===== src/design/mrfc_pkg.sv =====
// Shared constants, types and the CRC byte step for the Modbus RTU frame checker.
package mrfc_pkg;

  localparam int FRAME_BUFFER_BYTES = 256;
  localparam int LEN_W              = $clog2(FRAME_BUFFER_BYTES + 1);
  localparam int SHORT_LIMIT        = 3;
  localparam int QUEUE_DEPTH        = 2;
  localparam int QPTR_W             = $clog2(QUEUE_DEPTH);
  localparam int QCNT_W             = $clog2(QUEUE_DEPTH + 1);

  localparam logic [15:0] CRC_START  = 16'hFFFF;
  localparam logic [15:0] CRC_POLY   = 16'hA001;
  localparam logic [15:0] COUNT_MAX  = 16'hFFFF;
  localparam logic [7:0]  ADDR_RESET = 8'd1;

  typedef enum logic [2:0] {
    ST_OK         = 3'd0,
    ST_CRC_ERR    = 3'd1,
    ST_OTHER_ADDR = 3'd2,
    ST_SHORT      = 3'd3,
    ST_OVERFLOW   = 3'd4
  } frame_status_t;

  typedef struct packed {
    frame_status_t          status;
    logic [LEN_W-1:0]       length;
  } frame_rec_t;

  function automatic logic [15:0] crc_byte(input logic [15:0] crc_in, input logic [7:0] b);
    logic [15:0] c;
    c = crc_in ^ {8'd0, b};
    for (int k = 0; k < 8; k++) begin
      if (c[0]) begin
        c = (c >> 1) ^ CRC_POLY;
      end else begin
        c = c >> 1;
      end
    end
    return c;
  endfunction

endpackage


===== src/design/mrfc_front.sv =====
// Front end: accepts bytes, tracks per-frame CRC and length, classifies finished frames.
module mrfc_front (
  input  logic               clk,
  input  logic               rst_n,
  input  logic               cfg_we,
  input  logic [7:0]         cfg_data,
  input  logic               accept,
  input  logic [7:0]         rx_byte,
  input  logic               end_of_frame,
  output logic               rec_push,
  output mrfc_pkg::frame_rec_t rec
);
  import mrfc_pkg::*;

  logic [7:0]       slave_addr_r;
  logic [15:0]      crc_r, crc_nxt;
  logic [LEN_W-1:0] count_r, count_nxt;
  logic [7:0]       tail0_r, tail0_nxt;
  logic [7:0]       tail1_r, tail1_nxt;
  logic [7:0]       first_r, first_nxt;
  frame_status_t    status;

  always_comb begin
    first_nxt = (count_r == '0) ? rx_byte : first_r;
    crc_nxt   = (count_r >= LEN_W'(2)) ? crc_byte(crc_r, tail0_r) : crc_r;
    tail0_nxt = tail1_r;
    tail1_nxt = rx_byte;
    count_nxt = (count_r < LEN_W'(FRAME_BUFFER_BYTES)) ? count_r + LEN_W'(1) : count_r;
  end

  always_comb begin
    priority if (count_nxt <= LEN_W'(SHORT_LIMIT)) begin
      status = ST_SHORT;
    end else if (count_nxt >= LEN_W'(FRAME_BUFFER_BYTES)) begin
      status = ST_OVERFLOW;
    end else if (first_nxt != slave_addr_r) begin
      status = ST_OTHER_ADDR;
    end else if ({tail1_nxt, tail0_nxt} == crc_nxt) begin
      status = ST_OK;
    end else begin
      status = ST_CRC_ERR;
    end
  end

  assign rec_push   = accept && end_of_frame;
  assign rec.status = status;
  assign rec.length = count_nxt;

  always_ff @(posedge clk) begin
    if (!rst_n) begin
      slave_addr_r <= ADDR_RESET;
    end else if (cfg_we) begin
      slave_addr_r <= cfg_data;
    end
  end

  always_ff @(posedge clk) begin
    if (!rst_n) begin
      crc_r   <= CRC_START;
      count_r <= '0;
      tail0_r <= '0;
      tail1_r <= '0;
      first_r <= '0;
    end else if (accept) begin
      if (end_of_frame) begin
        crc_r   <= CRC_START;
        count_r <= '0;
        tail0_r <= '0;
        tail1_r <= '0;
        first_r <= '0;
      end else begin
        crc_r   <= crc_nxt;
        count_r <= count_nxt;
        tail0_r <= tail0_nxt;
        tail1_r <= tail1_nxt;
        first_r <= first_nxt;
      end
    end
  end

endmodule


===== src/design/mrfc_queue.sv =====
// Short queue of frame records between the front end and the back end.
module mrfc_queue (
  input  logic                 clk,
  input  logic                 rst_n,
  input  logic                 push,
  input  mrfc_pkg::frame_rec_t push_rec,
  output logic                 full,
  input  logic                 pop,
  output logic                 empty,
  output mrfc_pkg::frame_rec_t pop_rec
);
  import mrfc_pkg::*;

  frame_rec_t        mem_r [QUEUE_DEPTH];
  logic [QPTR_W-1:0] wr_ptr_r, rd_ptr_r;
  logic [QCNT_W-1:0] cnt_r;
  logic              do_push, do_pop;

  assign full    = (cnt_r == QCNT_W'(QUEUE_DEPTH));
  assign empty   = (cnt_r == '0);
  assign do_push = push && !full;
  assign do_pop  = pop && !empty;
  assign pop_rec = mem_r[rd_ptr_r];

  always_ff @(posedge clk) begin
    if (do_push) begin
      mem_r[wr_ptr_r] <= push_rec;
    end
  end

  always_ff @(posedge clk) begin
    if (!rst_n) begin
      wr_ptr_r <= '0;
      rd_ptr_r <= '0;
      cnt_r    <= '0;
    end else begin
      if (do_push) begin
        wr_ptr_r <= (wr_ptr_r == QPTR_W'(QUEUE_DEPTH - 1)) ? '0 : wr_ptr_r + QPTR_W'(1);
      end
      if (do_pop) begin
        rd_ptr_r <= (rd_ptr_r == QPTR_W'(QUEUE_DEPTH - 1)) ? '0 : rd_ptr_r + QPTR_W'(1);
      end
      cnt_r <= cnt_r + QCNT_W'(do_push) - QCNT_W'(do_pop);
    end
  end

endmodule


===== src/design/mrfc_back.sv =====
// Back end: updates the saturating error counters and holds the result register.
module mrfc_back (
  input  logic                 clk,
  input  logic                 rst_n,
  input  logic                 q_empty,
  input  mrfc_pkg::frame_rec_t q_rec,
  output logic                 q_pop,
  output logic                 out_empty,
  input  logic                 out_pop,
  output logic [2:0]           out_frame_status,
  output logic [8:0]           out_frame_length,
  output logic [15:0]          out_crc_error_count,
  output logic [15:0]          out_short_frame_count
);
  import mrfc_pkg::*;

  logic             valid_r;
  logic [15:0]      crc_cnt_r, crc_cnt_nxt;
  logic [15:0]      short_cnt_r, short_cnt_nxt;
  frame_status_t    status_r;
  logic [LEN_W-1:0] length_r;

  assign q_pop = !q_empty && (!valid_r || out_pop);

  always_comb begin
    crc_cnt_nxt   = crc_cnt_r;
    short_cnt_nxt = short_cnt_r;
    if (q_rec.status == ST_CRC_ERR && crc_cnt_r != COUNT_MAX) begin
      crc_cnt_nxt = crc_cnt_r + 16'd1;
    end
    if (q_rec.status == ST_SHORT && short_cnt_r != COUNT_MAX) begin
      short_cnt_nxt = short_cnt_r + 16'd1;
    end
  end

  always_ff @(posedge clk) begin
    if (!rst_n) begin
      valid_r     <= 1'b0;
      crc_cnt_r   <= '0;
      short_cnt_r <= '0;
    end else begin
      if (q_pop) begin
        valid_r     <= 1'b1;
        crc_cnt_r   <= crc_cnt_nxt;
        short_cnt_r <= short_cnt_nxt;
      end else if (out_pop) begin
        valid_r <= 1'b0;
      end
    end
  end

  always_ff @(posedge clk) begin
    if (q_pop) begin
      status_r <= q_rec.status;
      length_r <= q_rec.length;
    end
  end

  assign out_empty             = !valid_r;
  assign out_frame_status      = status_r;
  assign out_frame_length      = 9'(length_r);
  assign out_crc_error_count   = crc_cnt_r;
  assign out_short_frame_count = short_cnt_r;

endmodule


===== src/design/modbus_rtu_frame_checker_unit.sv =====
// Top level of the Modbus RTU receive frame checker.
// Received bytes enter one per transaction, at up to one per clock cycle; a byte marked
// as the end of a frame yields one status transaction that classifies the frame (good
// unicast, CRC error, other address, too short, overflow) with its length and the two
// saturating error counters. The CRC update of one byte is a combinational step in the
// front end; a status reaches the result ports after passing a two-entry frame queue
// and the back-end counter stage. The input reports full only when that queue is full
// because results are not being popped.
module modbus_rtu_frame_checker_unit (
  input  logic        clk,
  input  logic        rst_n,
  input  logic        cfg_we,
  input  logic [7:0]  cfg_data,
  input  logic        in_push,
  output logic        in_full,
  input  logic [7:0]  in_rx_byte,
  input  logic        in_end_of_frame,
  output logic        out_empty,
  input  logic        out_pop,
  output logic [2:0]  out_frame_status,
  output logic [8:0]  out_frame_length,
  output logic [15:0] out_crc_error_count,
  output logic [15:0] out_short_frame_count
);
  import mrfc_pkg::*;

  logic       accept;
  logic       rec_push;
  frame_rec_t rec_in, rec_out;
  logic       q_empty, q_pop;

  assign accept = in_push && !in_full;

  mrfc_front u_front (
    .clk          (clk),
    .rst_n        (rst_n),
    .cfg_we       (cfg_we),
    .cfg_data     (cfg_data),
    .accept       (accept),
    .rx_byte      (in_rx_byte),
    .end_of_frame (in_end_of_frame),
    .rec_push     (rec_push),
    .rec          (rec_in)
  );

  mrfc_queue u_queue (
    .clk      (clk),
    .rst_n    (rst_n),
    .push     (rec_push),
    .push_rec (rec_in),
    .full     (in_full),
    .pop      (q_pop),
    .empty    (q_empty),
    .pop_rec  (rec_out)
  );

  mrfc_back u_back (
    .clk                   (clk),
    .rst_n                 (rst_n),
    .q_empty               (q_empty),
    .q_rec                 (rec_out),
    .q_pop                 (q_pop),
    .out_empty             (out_empty),
    .out_pop               (out_pop),
    .out_frame_status      (out_frame_status),
    .out_frame_length      (out_frame_length),
    .out_crc_error_count   (out_crc_error_count),
    .out_short_frame_count (out_short_frame_count)
  );

endmodule


===== config.mk =====
export PLATFORM = sky130hd
export DESIGN_NAME = modbus_rtu_frame_checker_unit
export DESIGN_NICKNAME = d
export VERILOG_FILES = /design/src/design/mrfc_pkg.sv /design/src/design/mrfc_front.sv /design/src/design/mrfc_queue.sv /design/src/design/mrfc_back.sv /design/src/design/modbus_rtu_frame_checker_unit.sv
export SDC_FILE = /design/constraint.sdc
export NUM_CORES = 1
export LEC_CHECK = 0
export BUFFER_PORTS_ARGS = -buffer_cell sky130_fd_sc_hd__buf_2
export CELL_PAD_IN_SITES_DETAIL_PLACEMENT = 1
export CELL_PAD_IN_SITES_GLOBAL_PLACEMENT = 2
export CORE_ASPECT_RATIO = 1.25
export CORE_MARGIN = 8
export CORE_UTILIZATION = 41
export DETAILED_ROUTE_END_ITERATION = 12
export PLACE_DENSITY_LB_ADDON = 0.1
export SLEW_MARGIN = 15
export SYNTH_ARGS = -nofsm -noshare
export SYNTH_HDL_FRONTEND = slang
export SYNTH_SLANG_ARGS = --single-unit
export TNS_END_PERCENT = 30

===== constraint.sdc =====
create_clock -name clk -period 6.3 [get_ports clk]
set_clock_uncertainty 0.2 [all_clocks]
set_input_delay 1.26 -clock clk [delete_from_list [all_inputs] [get_ports clk]]
set_output_delay 1.26 -clock clk [all_outputs]
set_load 0.02 [all_outputs]

# Word-level counts from Yosys, hierarchy flattened
# Memories as Yosys holds them, arrays and structs flattened. A register that Yosys moved wholly into a read port is not among the register bits.
# Cells that the tools add are included.
classes:
  n_reduce_logical: 16
  n_lt_le_gt_ge: 4
  mux: 28
  eq_ne: 7
  addsub: 7
  bitwise_logic: 9
op_table:
  columns: ["cell", "n"]
  rows:
  - ["2-to-1 mux 16 bit", 10]
  - ["adder 16 x 1 -> 16 bit (second input constant)", 2]
  - ["2-to-1 mux 8 bit", 4]
  - ["inequality test 16 bit (second input constant)", 2]
  - ["NOT 2 -> 3 bit", 8]
  - ["2-to-1 mux 9 bit", 2]
  - ["equality test 16 bit", 1]
  - ["bitwise XOR 16 x 8 -> 16 bit", 1]
  - ["adder 9 x 1 -> 9 bit (second input constant)", 1]
  - ["greater-or-equal comparator 9 x 2 -> 1 bit (second input constant)", 1]
  - ["greater-or-equal comparator 9 bit (second input constant)", 1]
  - ["less-or-equal comparator 9 x 2 -> 1 bit (second input constant)", 1]
  - ["logical NOT 9 bit", 1]
  - ["< comparator 9 bit (second input constant)", 1]
  - ["2-to-1 mux 1 bit", 9]
  - ["inequality test 8 bit", 1]
  - ["logical AND 1 bit", 7]
  - ["2-to-1 mux 3 bit", 2]
  - ["AND reduction 2 bit", 2]
  - ["equality test 3 x 1 -> 1 bit (second input constant)", 1]
  - ["equality test 3 x 2 -> 1 bit (second input constant)", 1]
  - ["logical NOT 1 bit", 3]
  - ["adder 1 bit (second input constant)", 2]
  - ["adder 2 x 1 -> 2 bit", 1]
  - ["other kinds (6)", 6]
totals:
  ramBits: 24
  n_memories: 1
  register_bits: 106
mem_list:
  columns: ["name", "words", "width", "read_ports", "rd_ports_with_merged_regs", "wr", "line_no", "rtl"]
  rows:
  - ["u_queue.mem_r", 2, 12, 1, 1, 1, "mrfc_queue.sv:14", "frame_rec_t mem_r [QUEUE_DEPTH];"]

# Logic depth before layout (Yosys ltp)
logic_depth:
  ltp_word: 23
  depth_mapped: 10

# Hierarchy
# Synthesis repeated with hierarchy kept, for this count alone.
hier_totals:
  hier_cells: 688
  area_unflattened_um2: 6560.0
modules_own_cells:
  columns: ["mod", "area_per_inst_um2", "instances", "cells_each"]
  rows:
  - ["mrfc_front", 3383.2, 1, 407]
  - ["mrfc_back", 2059.5, 1, 216]
  - ["mrfc_queue", 1103.6, 1, 64]
  - ["modbus_rtu_frame_checker_unit", 13.8, 1, 1]

# Least setup slack after synthesis
# No wires, ideal clock.
synth_path:
  path_kind: "input -> register"
  from: "input out_pop"
  to: "register u_queue.cnt_r[1]"
  cell_stages: 8
  n_path_buf: 0
  slack_ps: 3139
  t_arrival_ps: 2846
  path_cell_list: "nor2b_1 nor2_1 ha_1 inv_1 ha_1 xnor2_1 xnor2_1 and2_1"
synth_between:
  elab_chain_cells: 4
synth_lines:
  columns: ["element", "line_no", "rtl"]
  rows:
  - ["from (decl)", "modbus_rtu_frame_checker_unit.sv:19", "input logic out_pop,"]
  - ["logical OR 1 bit", "mrfc_back.sv:23", "assign q_pop = !q_empty && (!valid_r || out_pop);"]
  - ["logical AND 1 bit", "mrfc_back.sv:23", null]
  - ["via q_pop", "modbus_rtu_frame_checker_unit.sv:30", "logic q_empty, q_pop;"]
  - ["logical AND 1 bit", "mrfc_queue.sv:22", "assign do_pop = pop && !empty;"]
  - ["subtractor 2 x 1 -> 2 bit", "mrfc_queue.sv:43", "cnt_r <= cnt_r + QCNT_W'(do_push) - QCNT_W'(do_pop);"]
  - ["to (signal assigned)", "mrfc_queue.sv:43", null]
  - ["to (decl)", "mrfc_queue.sv:16", "logic [QCNT_W-1:0] cnt_r;"]
# The timed path passes the listed nets, and every way through them passes these cells.
# A chain may end at the register's enable or synchronous reset.

==> results.yml <==
power:
  p_leak_nw: 2.91
  cellPowerDensity_nw_per_um2: 319
  irDropWorstVdd_mv: 0.123
global_routing:
  grtUsageTotal: 0.168
  antenna_found_initial: 0
  grt_max_degree: 80
  grt_pass1_wl_mm: 26.7
  grt_pass1_vias: 5207
  overflow: 0
clock_tree:
  cts_sinks: 131
  clkLatencyLatePin_ns: 0.41
  cts_made_buffers: 17
  htreeDepth: 4
  ctsHoldBuffers: 0
  cts_tree: "built"
  cts_resized: 0
  post_cts_buffers: 0
  clock_path_buffers: 2
  clkTransAtPathRegs_ns: 0.06
  cts-root-buf: "clkbuf_16"
timing:
  timing.final.max_slew_violations: 0
  whs_ns: 0.320
  period_share: 0.608
  worst_pin_slew_ns: 1.09
  fmax_mhz: 261
  tns_ns: 0
  setup_viol_count_final: 0
  rsz0062_at_grt: "no"
  fin_crit_ns: 3.83
  slew_headroom: 0.267
  layout_setup_ws_ns: 2.47
  hold_violations: 0
logic_synthesis:
  syn_nets: 687
  ys.flop_type: "dfxtp_1"
  ys_top_cells_by_area: "dfxtp_1, edfxtp_1, xnor2_1, nor2b_1, and2_1"
  synth-warning-count: 0
  avgSynthCellArea_sq_um: 9.85
  seq_area_frac_synth: 0.460
  ys_ff_latch: 131
  synth_top_area_frac: 0.293
  netlist_instances: 659
  synth_edf_count: 36
  yosysUniqueCellTypes: 65
  async_flop_share: 0
  synth_area_sq_um: 6490
  synth_area_leader_cell: "dfxtp_1"
min_path:
  min_from: "u_back.out_short_frame_count[13]$_SDFFE_PN0P_"
  holdPathStages: 2
  holdPathEnd: "u_back.out_short_frame_count[13]$_SDFFE_PN0P_"
  hold_class: "flop to flop"
critical_path:
  reg2reg_slack_ns: 2.47
  r2r-end: "u_queue.mem_r[0][9]$_DFFE_PP_"
  timing.rr.start: "u_front.count_r[2]$_SDFFE_PN0P_"
  path_class: "flop to flop"
  cp.arrival_ns: 3.77
  cp-start-kind: "flop"
  crit_required_ns: 6.24
  critPathMaxFanout: 14
  cp-end-kind: "flop"
  rr_worst_depth: 7
placed_design:
  hpwlAfterDp_mm: 11.6
  numPortBuffers: 67
  dp_worst_setup_slack_ns: 2.37
  place.gp.congestion: 0.868
drt:
  routed_wl_mm: 16.3
  avgViaCountPerCell: 5.33
  drt_iter0_markers: 220
  drt_first_pass_iters: 4
  vias: 4991
  ant_nets: 0
  wl_per_cell_um: 17.4
  drc_errors: 0
die:
  die-width_um: 129
  fp-row-count: 51
  initial_utilization: 0.417
  die_y_um: 157
  ios: 68
  die_area_sq_um: 20100
  fp.coreArea_sq_um: 15600
cells_and_area:
  drive_gt1_frac: 0.167
  fill_cells: 1829
  n_antenna_cell: 0
  final_common_cell: "dfxtp_1"
  mostFrequentLayoutCells: "dfxtp_1, buf_2, xnor2_1"
  area_growth_pct: 16.4
  layout.nets: 739
run_status:
  status: "finished clean"
run:
  max_cap_violations: 0
-- final cells by class --
type	instances	area, sq um	area share
Timing Repair Buffer	69	350	0.0463
Sequential cell	131	2980	0.395
Tap cell	212	265	0.0351
Multi-Input combinational cell	471	3260	0.432
Clock inverter	13	184	0.0243
Inverter	21	78.8	0.0104
Clock buffer	19	433	0.0573
-- worst max-delay path, cell delays in order (launching register included) --
cell      delay [ns]
dfxtp_1         0.42
nor4_2          0.98
nand3_1         0.23
and3_1          0.25
or4_1           0.52
nor4_2          0.36
a21boi_1        0.17
a41oi_1         0.43
-- worst max-delay path by stage --
stage                     cells past startpoint                                    endpoint  slack [ns]                            start
final                                         7               u_queue.mem_r[0][9]$_DFFE_PP_        2.47  u_front.count_r[2]$_SDFFE_PN0P_
after detailed placement                      8  u_back.out_crc_error_count[9]$_SDFFE_PN0P_        2.37                          out_pop
after CTS                                     7               u_queue.mem_r[0][9]$_DFFE_PP_        2.51  u_front.count_r[2]$_SDFFE_PN0P_
after global placement                        8  u_back.out_crc_error_count[9]$_SDFFE_PN0P_        2.49                          out_pop
after global routing                          7               u_queue.mem_r[0][9]$_DFFE_PP_        2.24  u_front.count_r[2]$_SDFFE_PN0P_
after floorplan                               8                 u_queue.cnt_r[1]$_SDFF_PN0_        3.14                          out_pop
-- registers in the layout, summed over array words and instances (netlist names), named ones only --
name                          cells
u_queue.mem_r                    24
u_back.out_crc_error_count       16
u_back.out_short_frame_count     16
u_front.crc_r                    16
u_back.out_frame_length           9
u_front.count_r                   9
u_front.first_r                   8
u_front.slave_addr_r              8
u_front.tail0_nxt                 8
u_front.tail0_r                   8
u_back.out_frame_status           3
u_queue.cnt_r                     2
u_back.valid_r                    1
u_queue.rd_ptr_r                  1
u_queue.wr_ptr_r                  1
-- power breakdown --
part           internal, mW  leakage [nW]  switching (mW)
registers             0.947          1.10          0.0469
clock network         0.663         0.294           0.378
logic                 0.150          1.51           0.226
total                  1.76          2.91           0.651
-- metrics by stage --
stage                     utilization  std cells  power (mW)  area [sq um]
after floorplan                     -        659        1.28          6490
after global placement          0.446        904        1.37          6940
after detailed placement        0.446        904        1.39          6940
after CTS                       0.485        936        2.45          7560
after global routing            0.485        936        2.52          7560
final                           0.485        936        2.41          7560
-- cell families (layout without fill, tap and decap cells) --
kind of cell,count (synthesis),after routing,share of synthesized area
fa+ha+maj,6,6,0.0116
mux,23,23,0.0378
xor+xnor,77,77,0.108
buf+inv,57,122,0.0380
simple gates,252,252,0.226
flops,131,131,0.460
compound gates,113,113,0.118
-- routing by layer --
metal,up-vias,GRT usage,part of all wire
li1,2438,-,-
met1,2444,0.194,0.44
met2,92,0.296,0.51
met3,17,0.0463,0.036
met4,0,0.0488,0.013
met5,-,0,0
-- synthesized netlist by cell type, types with 3 or more instances --
cell      instances
a21boi_0          8
clkbuf_1         29
nor4_2            3
nor3b_1          14
nor2_1           24
a21oi_1          25
mux2_2           12
nand4b_1          4
a21o_1            3
ha_1              6
dfxtp_1          95
mux2i_1          11
o211ai_1         13
o21ai_0          19
and2_1           34
or3_1             6
o22ai_1           3
nand2_1          45
nor4_1            4
nand3_1          16
and3_1            9
a22oi_1          13
xnor2_1          55
nand4_1          11
o21a_1            3
o31ai_1           3
and4_1            7
inv_1            21
nor3_1           17
nor2b_1          44
buf_6             3
edfxtp_1         36
xor2_1           20
(Power assumes the default switching activity.)
